File: config.mk
export PLATFORM = sky130hd
export DESIGN_NAME = fixed_partition_fit_allocator
export DESIGN_NICKNAME = d
export VERILOG_FILES = /design/src/rtl/fpfa_pkg.sv /design/src/rtl/fixed_partition_fit_allocator.sv /design/src/rtl/fpfa_cell.sv
export SDC_FILE = /design/constraint.sdc
export NUM_CORES = 2
export LEC_CHECK = 0
export ABC_AREA = 1
export BUFFER_PORTS_ARGS = -buffer_cell sky130_fd_sc_hd__clkbuf_2
export CAP_MARGIN = 10
export CORE_ASPECT_RATIO = 1.75
export CORE_MARGIN = 8
export CORE_UTILIZATION = 55
export DETAILED_ROUTE_END_ITERATION = 10
export PLACE_DENSITY_LB_ADDON = 0.05
export SKIP_LAST_GASP = 1
export SYNTH_ARGS = -nofsm -noshare
export SYNTH_HDL_FRONTEND = slang
export SYNTH_SLANG_ARGS = --single-unit
File: constraint.sdc
create_clock -name i_clk -period 6.1 [get_ports i_clk]
set_input_delay 0.305 -clock i_clk [delete_from_list [all_inputs] [get_ports i_clk]]
set_output_delay 0.305 -clock i_clk [all_outputs]
set_load 0.05 [all_outputs]
File: src/rtl/fpfa_pkg.sv
// types and constants of the fixed partition fit allocator
package fpfa_pkg;

    localparam int NUM_PARTITIONS = 16;
    localparam int SIZE_BITS      = 16;
    localparam int IDX_W          = (NUM_PARTITIONS > 1) ? $clog2(NUM_PARTITIONS) : 1;
    localparam int CMP_W          = (SIZE_BITS > 16) ? SIZE_BITS : 16;
    localparam int CFG_IDX_W      = 1;
    localparam int CFG_DATA_W     = 5;

    localparam logic [1:0] MODE_LOAD  = 2'd0;
    localparam logic [1:0] MODE_ALLOC = 2'd1;

    localparam logic [1:0] POLICY_FIRST = 2'd0;
    localparam logic [1:0] POLICY_BEST  = 2'd1;
    localparam logic [1:0] POLICY_WORST = 2'd2;

    localparam logic [1:0] STATUS_LOADED  = 2'd0;
    localparam logic [1:0] STATUS_GRANTED = 2'd1;
    localparam logic [1:0] STATUS_NO_FIT  = 2'd2;
    localparam logic [1:0] STATUS_QUERY   = 2'd3;

    localparam logic [CFG_IDX_W-1:0] CFG_FIT_POLICY    = 1'b0;
    localparam logic [CFG_IDX_W-1:0] CFG_BLOCKS_IN_USE = 1'b1;

    localparam logic [4:0] BLOCKS_RESET = 5'd16;

    typedef logic [SIZE_BITS-1:0] t_size;
    typedef logic [IDX_W-1:0]     t_pos;

    typedef struct packed {
        logic [1:0]  mode;
        logic [3:0]  block_index;
        logic [15:0] block_size;
        logic [15:0] request_size;
        logic [15:0] process_id;
    } t_item;

    typedef struct packed {
        logic [1:0]  status;
        logic [3:0]  chosen_block;
        logic        block_taken;
        logic [15:0] owner_id;
        logic [15:0] reported_size;
    } t_result;

    // item travelling down the row of cells
    typedef struct packed {
        logic        valid;
        t_item       item;
        logic [1:0]  policy;
        logic [4:0]  count;
        logic        found;
        t_pos        pick;
        t_size       pick_size;
        logic        rep_taken;
        logic [15:0] rep_owner;
        t_size       rep_size;
    } t_tok;

    // grant written back into the chosen cell
    typedef struct packed {
        logic        valid;
        t_pos        pick;
        logic [15:0] pid;
    } t_commit;

endpackage

File: src/rtl/fixed_partition_fit_allocator.sv
// top level: fixed partition allocator built as a row of partition cells
//
// Usage: present an item on i_item and raise i_start while o_busy is low; the
// item is taken at that clock edge. Mode load writes a partition size and frees
// it, mode allocate searches for a free partition by the configured policy and
// marks it taken, mode query reports one partition.
// Each item is registered at the head, travels down the row of NUM_PARTITIONS
// cells, one cell per clock, and its result is registered at the tail: o_done
// is high for a single cycle with o_result valid. o_busy stays high from the
// accepting edge up to the result beat, so one item is in flight at a time; a
// new one may be started in the cycle the result shows.
// Configuration: i_cfg_we writes i_cfg_data into register i_cfg_idx
// (0 fit policy, 1 partitions in use) at once; write only while idle.
// Reset clears all partitions to size 0, free, owner 0, policy first-fit and
// sixteen partitions in use. The result has no back-pressure: the receiver
// must take each beat in the cycle it is shown.
module fixed_partition_fit_allocator (
    input  logic                                i_clk,
    input  logic                                i_rst_n,
    input  logic                                i_start,
    input  fpfa_pkg::t_item                     i_item,
    output logic                                o_busy,
    output logic                                o_done,
    output fpfa_pkg::t_result                   o_result,
    input  logic                                i_cfg_we,
    input  logic [fpfa_pkg::CFG_IDX_W-1:0]      i_cfg_idx,
    input  logic [fpfa_pkg::CFG_DATA_W-1:0]     i_cfg_data
);
    import fpfa_pkg::*;

    logic [1:0] r_fit_policy;
    logic [4:0] r_blocks_in_use;
    logic       r_busy;
    logic       r_done;
    t_result    r_result, n_result;
    t_tok       r_head, n_head;
    t_tok       tok [0:NUM_PARTITIONS];
    t_commit    commit;
    t_tok       tail;

    assign tok[0] = r_head;
    assign tail   = tok[NUM_PARTITIONS];

    genvar g;
    generate
        for (g = 0; g < NUM_PARTITIONS; g++) begin : g_cell
            fpfa_cell u_cell (
                .i_clk    (i_clk),
                .i_rst_n  (i_rst_n),
                .i_pos    (IDX_W'(g)),
                .i_tok    (tok[g]),
                .i_commit (commit),
                .o_tok    (tok[g+1])
            );
        end
    endgenerate

    always_comb begin
        n_head = '0;
        if (i_start && !r_busy) begin
            n_head.valid  = 1'b1;
            n_head.item   = i_item;
            n_head.policy = r_fit_policy;
            n_head.count  = r_blocks_in_use;
        end
    end

    always_comb begin
        commit.valid = tail.valid && tail.item.mode == MODE_ALLOC && tail.found;
        commit.pick  = tail.pick;
        commit.pid   = tail.item.process_id;

        n_result = '0;
        if (tail.item.mode == MODE_LOAD) begin
            n_result.status        = STATUS_LOADED;
            n_result.chosen_block  = tail.item.block_index;
            n_result.block_taken   = tail.rep_taken;
            n_result.owner_id      = tail.rep_owner;
            n_result.reported_size = 16'(tail.rep_size);
        end else if (tail.item.mode == MODE_ALLOC) begin
            if (tail.found) begin
                n_result.status        = STATUS_GRANTED;
                n_result.chosen_block  = 4'(tail.pick);
                n_result.block_taken   = 1'b1;
                n_result.owner_id      = tail.item.process_id;
                n_result.reported_size = 16'(tail.pick_size);
            end else begin
                n_result.status = STATUS_NO_FIT;
            end
        end else begin
            n_result.status        = STATUS_QUERY;
            n_result.chosen_block  = tail.item.block_index;
            n_result.block_taken   = tail.rep_taken;
            n_result.owner_id      = tail.rep_owner;
            n_result.reported_size = 16'(tail.rep_size);
        end
    end

    always_ff @(posedge i_clk) begin
        if (!i_rst_n) begin
            r_fit_policy    <= POLICY_FIRST;
            r_blocks_in_use <= BLOCKS_RESET;
            r_busy          <= 1'b0;
            r_done          <= 1'b0;
            r_head          <= '0;
        end else begin
            if (i_cfg_we) begin
                case (i_cfg_idx)
                    CFG_FIT_POLICY:    r_fit_policy    <= i_cfg_data[1:0];
                    CFG_BLOCKS_IN_USE: r_blocks_in_use <= i_cfg_data[4:0];
                    default: ;
                endcase
            end

            r_head <= n_head;
            if (i_start && !r_busy) begin
                r_busy <= 1'b1;
            end

            r_done <= tail.valid;
            if (tail.valid) begin
                r_busy <= 1'b0;
            end
        end
    end

    // result payload register, qualified by r_done
    always_ff @(posedge i_clk) begin
        if (tail.valid) begin
            r_result <= n_result;
        end
    end

    assign o_busy   = r_busy;
    assign o_done   = r_done;
    assign o_result = r_result;

endmodule

File: src/rtl/fpfa_cell.sv
// one partition entry with its stage of the scan chain
module fpfa_cell (
    input  logic            i_clk,
    input  logic            i_rst_n,
    input  fpfa_pkg::t_pos    i_pos,
    input  fpfa_pkg::t_tok    i_tok,
    input  fpfa_pkg::t_commit i_commit,
    output fpfa_pkg::t_tok    o_tok
);
    import fpfa_pkg::*;

    t_size       r_size, n_size;
    logic        r_taken, n_taken;
    logic [15:0] r_owner, n_owner;
    t_tok        r_tok, n_tok;

    logic hit;
    logic fits;

    always_comb begin
        n_size  = r_size;
        n_taken = r_taken;
        n_owner = r_owner;
        n_tok   = i_tok;
        hit     = int'(i_tok.item.block_index) == int'(i_pos);
        fits    = (int'(i_pos) < int'(i_tok.count)) && !r_taken &&
                  (CMP_W'(r_size) >= CMP_W'(i_tok.item.request_size));

        if (i_tok.valid) begin
            if (i_tok.item.mode == MODE_LOAD) begin
                if (hit) begin
                    n_size          = SIZE_BITS'(i_tok.item.block_size);
                    n_taken         = 1'b0;
                    n_owner         = '0;
                    n_tok.rep_taken = 1'b0;
                    n_tok.rep_owner = '0;
                    n_tok.rep_size  = SIZE_BITS'(i_tok.item.block_size);
                end
            end else if (i_tok.item.mode == MODE_ALLOC) begin
                if (fits) begin
                    if (!i_tok.found) begin
                        n_tok.found     = 1'b1;
                        n_tok.pick      = i_pos;
                        n_tok.pick_size = r_size;
                    end else if ((i_tok.policy == POLICY_BEST && r_size < i_tok.pick_size) ||
                                 (i_tok.policy == POLICY_WORST && r_size > i_tok.pick_size)) begin
                        n_tok.pick      = i_pos;
                        n_tok.pick_size = r_size;
                    end
                end
            end else begin
                if (hit) begin
                    n_tok.rep_taken = r_taken;
                    n_tok.rep_owner = r_taken ? r_owner : 16'd0;
                    n_tok.rep_size  = r_size;
                end
            end
        end

        if (i_commit.valid && i_commit.pick == i_pos) begin
            n_taken = 1'b1;
            n_owner = i_commit.pid;
        end
    end

    always_ff @(posedge i_clk) begin
        if (!i_rst_n) begin
            r_size  <= '0;
            r_taken <= 1'b0;
            r_owner <= '0;
            r_tok   <= '0;
        end else begin
            r_size  <= n_size;
            r_taken <= n_taken;
            r_owner <= n_owner;
            r_tok   <= n_tok;
        end
    end

    assign o_tok = r_tok;

endmodule

# After elaboration in Yosys (flattened, before gate mapping)
# Cells that the tools add are included.
[totals]
ff_bits = 2509
input_bits = 64
out_inout_bits = 41
[op_classes]
order_cmp = 64
bitwise_logic = 2
n_reduce_logical = 219
n_mux = 309
n_eq_ne = 79
[ops]
columns = ["cell", "count"]
rows = [
  ["33-bit two-way mux", 64],
  ["16-bit two-way mux", 80],
  ["21-bit two-way mux", 48],
  ["54-bit two-way mux", 16],
  ["20-bit two-way mux", 32],
  ["16-bit >= comparator", 16],
  ["16-bit > comparator", 16],
  ["16-bit < comparator", 16],
  ["3-bit AND reduction", 32],
  ["2-bit nonzero test", 48],
  ["1-bit logical AND", 83],
  ["37-bit two-way mux", 2],
  ["2-bit by 1-bit equality test with 1-bit output, second input constant", 33],
  ["4-bit equality test, second input constant", 16],
  ["1-bit two-way mux", 64],
  ["62-bit two-way mux", 1],
  ["4-bit by 5-bit < comparator with 1-bit output, first input constant", 8],
  ["39-bit two-way mux", 1],
  ["2-bit logical NOT", 17],
  ["2-bit equality test, second input constant", 16],
  ["4-bit by 3-bit equality test with 1-bit output, second input constant", 8],
  ["3-bit by 5-bit < comparator with 1-bit output, first input constant", 4],
  ["1-bit logical NOT", 17],
  ["4-bit by 2-bit equality test with 1-bit output, second input constant", 4],
  ["9 further kinds", 31],
]

# Depth between registers and ports, before layout
[depth]
ltp_word = 9
ltp_mapped = 18
mapped_depth_nobuf = 17

# Cells and area by module
# Synthesis repeated with hierarchy kept, for this count alone.
[unflattened]
hier_cells = 14864
area_unflattened_um2 = 110662.4
[by_module_without_submodules]
columns = ["module", "cells_per_inst", "seq_area_each_um2", "area_each_um2", "n_inst"]
rows = [
  ["fpfa_cell at g_cell[0].u_cell ...", 904, 2982.9, 6671.4, 8],
  ["fpfa_cell at g_cell[2].u_cell ...", 903, 2982.9, 6670.1, 7],
  ["fpfa_cell at g_cell[9].u_cell", 903, 2982.9, 6711.4, 1],
  ["fixed_partition_fit_allocator", 408, 2592.5, 3888.7, 1],
]

# Worst setup path after synthesis
# OpenSTA, ideal clock, no wires.
[synth_path]
kind = "register to register"
start = "register g_cell[15].u_cell.r_tok (netlist bit g_cell[15].u_cell.o_tok[115])"
end = "register g_cell[0].u_cell.r_owner[5]"
required_time_ps = 5972
arrival_time_ps = 2319
setup_time_ps = 128
stages_incl_launch_ff = 9
setup_slack_ps = 3653
path_cell_list = "dfxtp_1 -> nand2_4 -> nor3_4 -> nand3_4 -> nand2_4 -> buf_6 -> o22ai_1 -> inv_1 -> nor2_1"
[synth_via]
elab_chain_cells = 5
[synth_lines]
columns = ["element", "line", "source"]
rows = [
  ["start, declared", "fpfa_cell.sv:15", "t_tok r_tok, n_tok;"],
  ["start signal, assigned", "fpfa_cell.sv:76", "r_tok <= n_tok;"],
  ["1-bit logical AND (*) (2 in series)", "fixed_partition_fit_allocator.sv:69", "commit.valid = tail.valid && tail.item.mode == MODE_ALLOC && tail.found;"],
  ["1-bit logical AND (*)", "fpfa_cell.sv:60", "if (i_commit.valid && i_commit.pick == i_pos) begin"],
  ["2-bit nonzero test (no source line)", "n/a", ""],
  ["3-bit AND reduction (no source line)", "n/a", ""],
  ["end signal, assigned", "fpfa_cell.sv:75", "r_owner <= n_owner;"],
  ["end, declared", "fpfa_cell.sv:14", "logic [15:0] r_owner, n_owner;"],
]
# Mark *: on every way between the ends. The rest lies on a longest branch, timed or not.
# A chain may end at the register's enable or synchronous reset.

# Worst setup path after layout
[layout_path]
start = "register g_cell[12].u_cell.r_tok (netlist bit g_cell[12].u_cell.o_tok[115])"
end = "register g_cell[13].u_cell.r_tok (netlist bit g_cell[13].u_cell.o_tok[15])"
[layout_via]
elab_chain_cells = 1
[layout_lines]
columns = ["element", "line", "source"]
rows = [
  ["start, declared", "fpfa_cell.sv:15", ""],
  ["start signal, assigned", "fpfa_cell.sv:76", ""],
  ["54-bit two-way mux", "fpfa_cell.sv:29", "if (i_tok.valid) begin"],
  ["end signal, assigned", "fpfa_cell.sv:76", ""],
  ["end, declared", "fpfa_cell.sv:15", ""],
]
# No other way between the ends.

==> metrics <==
number of global-route vias before repair around 74000; CTS root buf clkbuf_16; Max Clk Rate around 280 MHz; Starting Density between 50 and 60%; Buf/Inv on CP 1; switching power about 0.0063 W; worst-skew pair later-pin latency 880 ps; via count approximately 74000; CTS Hold Buffers Added 67; Worst Hold End r_head[76]; EDFF count, synth 39; worst r2r src g_cell[12].u_cell.o_tok[115]; Horiz. Die Dim 328 microns; asr flop ratio synth 0%; # DRC 0; Core ar. between 150000 and 200000 sq um; clk sinks ~2400; synth top area cells dfxtp_1 51%, nand2_1 10%, inv_1 8.5%, ha_1 6.6%, a21oi_1 5.8%; Post-CTS Setup Repair Bufs 0; vias per inst between 5 and 6; cells after synthesis around 12000; Critical Path Sink Type flop; clk_skew 57.3 ps; TritonRoute pass-1 iters 6; Power Total between 0.03 and 0.04 W; worst r2r path cells 4; Setup Crit Path Kind reg2reg; RSZ-0062 raised after global routing no; worst-path maximum fanout 24; fin crit share about three fifths; synthesis-to-finish area growth 10.7%; startpoint types flop; wirelength, routed 270 mm; Hold Crit Depth 4; Sw Ratio around a fifth; Die Height ~560 microns; Flop pwr share roughly 52%; clock tree buffer depth 4; H-tree depth 4; TritonCTS clock tree done; largest net degree at the start of global routing 210; most common cell after layout, fill and taps aside nand2_1; max cap viols 0; Least-Margin Pin Slew 1220 ps; FP Rows 200; Period minus WS final between 3000 and 4000 ps; Final TNS setup 0 ps; CP max stage cell nand2_1; internal power 0.0242 W; RD Place Congestion 0.948; antenna-violating nets left 0; share of cells above drive strength 1 5.03%; CTS Buf Count between 200 and 250; Critical Path RT approximately 6800 ps; Reg-to-Reg End g_cell[13].u_cell.o_tok[15]; Yosys top cell area share 51.2%; Worst Path Arrival between 4000 and 5000 ps; first-pass GRT wire length slightly above 400 mm; synth unique cells about 50; port buffer count about 100; mean routed wirelength per cell approximately 19 microns; Worst Setup SP g_cell[12].u_cell.o_tok[115]; Worst-path clk slew around 60 ps; Post-DP HPWL around 200 mm; outcome finished clean; Clk network pwr share between 40% and 50%; Yosys top cell by area dfxtp_1; Gate power share between 1.5 and 2%; Hold Startpoint i_item[15]; Worst Hold Class in2reg; total track usage between 20 and 30%; I/O Pins 105; Syn Nets around 12000; Rel. slew slack ~18%; CP delay by family, top simple AND/OR/NAND/NOR gates; Final Setup Violations 0; Overflow after GRT 0; post_cts resized 0; max-slew violations 0; initial DRC count between 4000 and 5000; Layout Nets 12200; static leakage around 48 nW; YS warnings 0; predominant post-synthesis flop cell dfxtp_1; CP max stage delay roughly 1000 ps; Synth Register Bits roughly 2400; mapped cell area 93600 sq um; final hold vios 0; commonest cells after routing, fill and taps aside 2592 x nand2_1, 2396 x dfxtp_1, 2118 x inv_1; crit-path cells inv_1, nor2_1, nand2_1, a211oi_1; initial antenna violation count 7; r2r setup slk 2510 ps; pwr/cell area around 300 nW/um^2; register area share after synthesis between 50% and 60%; Placed Area 95600 sq um; Max VDD drop 0.305 mV; die area 184000 sq um; Avg Synthesized Cell Area approximately 8 sq um; Design Area, Final ~100000 sq um
-- kinds of logic after synthesis --
kind of cell	synth area share, %
AND/OR/NAND/NOR	16.4
buffers and inverters	10.9
flip-flops	52.5
AO/OA/AOI/OAI	13.5
adder cells (fa/ha/maj)	6.63
-- worst max path at each step --
stage,to,slack (ps),cells after the start
floorplan,g_cell[0].u_cell.r_owner[5],3650,8
global placement,g_cell[11].u_cell.o_tok[51],2350,9
detailed placement,g_cell[13].u_cell.r_owner[0],2570,9
CTS,g_cell[13].u_cell.r_owner[14],2530,9
global route,g_cell[10].u_cell.r_owner[13],2410,6
finish,g_cell[13].u_cell.o_tok[15],2510,4
-- synthesized netlist by cell type, drive strengths merged, types with 39 or more instances --
library cell  number
a211oi           121
a21oi           1085
a221oi            47
a22oi             55
buf               89
clkbuf           449
dfxtp           2397
edfxtp            39
ha               496
inv             2129
nand2           2595
nand3            336
nand4            114
nor2             743
nor3              39
o21a              46
o21ai            474
o22ai            363
-- layer usage --
layer  routed length, microns  track usage (%)  up-vias  share of wire, %
met5                        0                0        -                 0
met4                    26100             23.5        0               9.7
met3                     9590             3.19      996               3.5
met2                   146000             55.4     2041                54
met1                    89000             26.1    34300                33
li1                         -                -    36900                 -
-- sequential cells by signal, summed over array words and instances (netlist names) --
register / count
g_cell.u_cell.o_tok: 1798
g_cell.u_cell.r_owner: 256
g_cell.u_cell.r_size: 256
g_cell.u_cell.r_taken: 16
o_busy: 1
o_done: 1
o_result: 39
r_blocks_in_use: 5
r_fit_policy: 2
r_head: 62
-- worst reg2reg max path: stages (launching register included) --
cell	delay, ps
dfxtp_1	740
inv_1	230
nor2_1	730
nand2_1	990
a211oi_1	740
-- area by class of cell --
class	instances	area (sq um)
inverter	2160	8120
clock inverter	82	1040
tap	2222	2780
clock buffer	309	6270
sequential	2436	49200
multi-input combinational	6594	34300
fill	15200	65800
antenna	1	2.50
timing repair buffer	260	1980
-- per-stage QoR --
| step | setup slack [ps] | utilization, % | instances | hold WS (ps) |
|---|---|---|---|---|
| 2_1_floorplan | 3650 | - | 11700 | 390 |
| 3_3_place_gp | 2350 | 56.4 | 13600 | 392 |
| 3_5_place_dp | 2570 | 56.4 | 13600 | 395 |
| 4_1_cts | 2530 | 61.1 | 14100 | 109 |
| 5_1_grt | 2410 | 61.2 | 14100 | 138 |
| 6_report | 2510 | 61.2 | 14100 | 180 |
-- power by group through the flow --
stage               clock network (W)  registers (W)  logic, W
floorplan                           0         0.0164  0.000360
detailed placement                  0         0.0164  0.000516
global placement                    0         0.0164  0.000510
finish                         0.0140         0.0160  0.000557
CTS                            0.0143         0.0160  0.000553
global route                   0.0150         0.0160  0.000608
(Power assumes the default switching activity.)
